## config.mk

```make
export PLATFORM = sky130hd
export DESIGN_NAME = mi3_merge
export DESIGN_NICKNAME = d
export VERILOG_FILES = /design/src/rtl/mi3_pkg.sv /design/src/rtl/mi3_merge.sv
export SDC_FILE = /design/constraint.sdc
export NUM_CORES = 1
export LEC_CHECK = 0
export ABC_AREA = 1
export ABC_CLOCK_PERIOD_IN_PS = 3970
export BUFFER_PORTS_ARGS = -buffer_cell sky130_fd_sc_hd__buf_4
export CORE_AREA = 3 3 238 240
export CTS_BUF_LIST = sky130_fd_sc_hd__clkbuf_4
export DETAILED_ROUTE_END_ITERATION = 7
export DIE_AREA = 0 0 241 243
export PLACE_DENSITY = 0.7
export RECOVER_POWER = 25
export SYNTH_ARGS = -nofsm -noshare
export SYNTH_HDL_FRONTEND = slang
export SYNTH_SLANG_ARGS = --single-unit
```

## constraint.sdc

```tcl
create_clock -name clock -period 3.97 [get_ports clock]
set_clock_uncertainty 0.2 [all_clocks]
set_input_delay 0.794 -clock clock [delete_from_list [all_inputs] [get_ports clock]]
set_output_delay 0.794 -clock clock [all_outputs]
set_load 0.02 [all_outputs]
```

## src/rtl/mi3_pkg.sv

```systemverilog
`timescale 1ns / 1ps
// shared types, constants and width functions of the 3x3 matrix inverse
package mi3_pkg;

   localparam int N_ELEM = 9;
   localparam int THR_W = 32;
   localparam int THR_SHIFT = 32;
   localparam logic [THR_W-1:0] THR_RESET = 32'd4295;
   localparam int CSR_AW = 3;
   localparam logic [CSR_AW-3:0] CSR_IDX_DET_THRESHOLD = 1'b0;

   // operand indices of each cofactor: e[0]*e[1] - e[2]*e[3]
   localparam logic [3:0] COF_IDX [N_ELEM][4] = '{
      '{4'd4, 4'd8, 4'd5, 4'd7}, '{4'd2, 4'd7, 4'd1, 4'd8}, '{4'd1, 4'd5, 4'd2, 4'd4},
      '{4'd5, 4'd6, 4'd3, 4'd8}, '{4'd0, 4'd8, 4'd2, 4'd6}, '{4'd2, 4'd3, 4'd0, 4'd5},
      '{4'd3, 4'd7, 4'd4, 4'd6}, '{4'd1, 4'd6, 4'd0, 4'd7}, '{4'd0, 4'd4, 4'd1, 4'd3}
   };

   typedef struct packed {
      logic valid;
      logic singular;
      logic neg;
   } lane_ctl_type;

   function automatic int det_w(input int w);
      return 3 * w + 3;
   endfunction

   function automatic int den_w(input int w);
      return 3 * w + 4;
   endfunction

   function automatic int num_w(input int w, input int f);
      int a;
      int b;
      a = 2 * w + 2 * f + 2;
      b = 3 * w + 3;
      return ((a > b) ? a : b) + 1;
   endfunction

   function automatic int div_w(input int w, input int f);
      int a;
      int b;
      a = num_w(w, f);
      b = den_w(w) + w;
      return (a > b) ? a : b;
   endfunction

   function automatic int latency(input int w);
      return w + 8;
   endfunction

endpackage

```

## src/rtl/mi3_merge.sv

```systemverilog
`timescale 1ns / 1ps
// saturation, sign and singular zeroing of the lane results, output register
module mi3_merge #(
   parameter int DATA_WIDTH = 32
) (
   input  logic clock,
   input  logic reset,
   input  mi3_pkg::lane_ctl_type ctl [mi3_pkg::N_ELEM],
   input  logic [DATA_WIDTH-1:0] quot [mi3_pkg::N_ELEM],
   input  logic ovf [mi3_pkg::N_ELEM],
   output logic strobe,
   output logic singular,
   output logic [DATA_WIDTH-1:0] res [mi3_pkg::N_ELEM]
);
   localparam int N = mi3_pkg::N_ELEM;
   localparam int W = DATA_WIDTH;
   localparam logic [W-1:0] POS_LIM = {1'b0, {(W-1){1'b1}}};
   localparam logic [W-1:0] NEG_LIM = {1'b1, {(W-1){1'b0}}};

   logic [W-1:0] lim_w [N];
   logic [W-1:0] mag_w [N];
   logic [W-1:0] res_in [N];
   logic [W-1:0] res_ff [N];
   logic sing_ff;
   logic strobe_ff;

   always_comb begin
      for (int i = 0; i < N; i++) begin
         lim_w[i] = ctl[i].neg ? NEG_LIM : POS_LIM;
         mag_w[i] = (ovf[i] || (quot[i] > lim_w[i])) ? lim_w[i] : quot[i];
         if (ctl[0].singular) begin
            res_in[i] = '0;
         end else if (ctl[i].neg) begin
            res_in[i] = W'(~mag_w[i] + 1'b1);
         end else begin
            res_in[i] = mag_w[i];
         end
      end
   end

   always_ff @(posedge clock) begin
      if (reset) begin
         strobe_ff <= 1'b0;
      end else begin
         strobe_ff <= ctl[0].valid;
      end
   end

   always_ff @(posedge clock) begin
      res_ff <= res_in;
      sing_ff <= ctl[0].singular;
   end

   assign strobe = strobe_ff;
   assign singular = sing_ff;
   assign res = res_ff;

endmodule

```

==> reports/metrics.cfg <==
[run_status]
status=finished with violations
violations=max-capacitance violations, max-slew violations

[setup_path]
critPathArrivalTime_ps=3930
endpoint_kind=flip-flop
cpMaxStageDelayCell=dlygate4sd3_1
cp-start-kind=input pin
path_cells=dlygate4sd3_1 -> buf_4 -> ha_1 -> nand2_1 -> nor2_2 -> nand2_1 -> nor3_2 -> nand2_1 -> nand2_2 -> nand2_4 -> buf_4 -> buf_4 -> nand3_1 -> nand3_1 -> nor2_1 -> nand3_1 -> nand2_1 -> nand4_1 -> nor3b_1
worst-setup-path-type=in2reg
cpMostUsedCell=nand2_1
path_buf_inv=4
cpPeakStageDelay_ps=540
cp_max_fo=25
critPathTopFamily=simple AND/OR/NAND/NOR gates
worst_ep_required_time_ps=4310

[routing]
via_per_inst=5.39
post_drt_wl_per_cell_um=16.8
drc=0
drtIter0Drc=2343
vias=30400
firstDrtPassIters=6
routed_wl_um=95000
antenna_left=0

[grt]
grt_pass1_vias=27800
grt_max_degree=71
antenna_found_initial=15
grtUsageMet3_pct=8.21
grt_pass1_wl_um=146000
met1_usage_pct=38.8
gr-usage-all-layers_pct=31.1
grt_busiest_layer=met2
use_met2_pct=51.3
grt_overflow=0

[logic_synthesis]
ys_async_sr_fraction_pct=0
netlist_area_sq_um=25700
synth_edf_count=0
synth_nets=4634
synth_fa_ha_area_share_pct=14.4
synth_xor_area_share_pct=0
synth_compound_area_share_pct=13.6
synthDistinctLibCells=48
synthSimpleGateAreaFrac_pct=41.8
ys_seq_elements=290
synthFlopType=dfxtp_1
synth_mux_area_share_pct=0
synth_area_per_cell_sq_um=6.41
yosys_warnings=0
synth_cells=4011
synth_top_family_by_area=simple AND/OR/NAND/NOR gates
seq_area_frac_synth_pct=22.6

[floorplan]
die_area_sq_um=58600
rows=86
initial_utilization_pct=46.9
die_w_um=241
ios=616
placeableCoreArea_sq_um=54900
die_h_um=243

[timing]
timing_hold_violations_final=0
timing.final.ws_setup_ps=378
rsz0062_at_grt=false
setup_viol=0
min_period_over_period_pct=90.5
fmax_mhz=278
period_needed_ps=3590
slew_violations=44
tightestPinTransition_ps=3540
slew_headroom_pct=-136
whs_ps=63.6

[power_and_ir_drop]
p_per_area_nw_per_um2=317
p_leak_nw=17.8
p_total_mw=10.6
vdd_ir_drop_max_v=0.000202

[placed_design]
numPortBuffers=599
post-dp-hpwl_um=76500
placedInstanceArea_sq_um=32600
pre_cts_slack_ps=-42.2
place.gp.congestion=0.975

[clock_tree]
cts_buffers=86
post_cts_buffers=0
clkTransAtPathRegs_ps=80
cts_root_buf=clkbuf_4
tritoncts=done
clockBufferDepth=3
cts.sinks=290
h-tree-depth=3

[layout]
fin_area_sq_um=33500
drive_above_1_share_pct=21.6
layout_common_cells=nand2_1 (996), buf_4 (726), nor2_1 (561)
final_common_cell=nand2_1
final_nets=5486
syn_to_final_growth_pct=30.3

[min_path]
hold_class=in2reg

[run]
cap_violations=1

power by group:
part | internal (mW) | switching, mW | leakage [nW] | total (mW)
registers | 3.20 | 0.126 | 2.43 | 3.33
clock network | 1.53 | 1.45 | 0.648 | 2.98
logic | 1.64 | 2.66 | 14.7 | 4.30
routing by layer:
layer / vias up / share of wire, % / wire length [um]
met5: - / 0.10 / 95
met4: 14 / 3.7 / 3520
met3: 214 / 8.7 / 8300
met2: 1067 / 45 / 43200
met1: 13700 / 42 / 39900
li1: 15400 / - / -
worst min-delay path, stage by stage:
cell,delay (ps)
buf_4,110
nand3_1,70
nand2_1,50
nor2_1,30
cell type report:
class                           instances  area, sq um
Antenna cell                           10         25.0
Clock buffer                          113          848
Clock inverter                         40          251
Fill cell                            5507        21400
Inverter                              287         1080
Multi-Input combinational cell       3279        18000
Sequential cell                       290         5810
Tap cell                              704          881
Timing Repair Buffer                  919         6660
flip-flops by register name (all words and copies together) (netlist names):
register and cells:
singular 1, res 288, strobe 1
synthesized netlist by cell type (all sizes together) (15+ instances only):
master / instances / area [sq um]
nor2: 600 / 2380
nand2: 1048 / 4160
a31oi: 82 / 513
o211a: 21 / 210
clkbuf: 70 / 263
inv: 276 / 1040
ha: 297 / 3720
a21oi: 221 / 1150
o21ai: 211 / 1120
nand4: 89 / 557
nand3: 597 / 3280
dfxtp: 290 / 5810
nand3b: 15 / 113
buf: 85 / 618
nor3: 16 / 115
logic make-up after synthesis:
family | after synthesis
AO/OA/AOI/OAI | 598
adder cells (fa/ha/maj) | 297
buffers and inverters | 442
flip-flops | 290
AND/OR/NAND/NOR | 2384
through the flow:
step | utilization (%) | std cells | TNS (ps)
floorplan | - | 4011 | 0
global placement | 59.5 | 5449 | -16.2
detailed placement | 59.5 | 5449 | -190
CTS | 62.0 | 5632 | 0
global route | 61.1 | 5640 | 0
finish | 61.1 | 5642 | 0
final timing paths:
kind	slack [ps]	to	depth (start not counted)	startpoint
hold / removal	60	res[21]$_SDFF_PP0_	4	quot[21]
setup / recovery	380	res[50]$_SDFF_PP0_	19	quot[54]
what timing repair did:
| item | in CTS | in global routing |
|---|---|---|
| resized for setup | 0 | 0 |
| endpoints found under the hold margin | 29 | 0 |
| hold buffers | 30 | 0 |
| setup endpoints to repair | 0 | 0 |
Power figures use the tool's default switching activity.
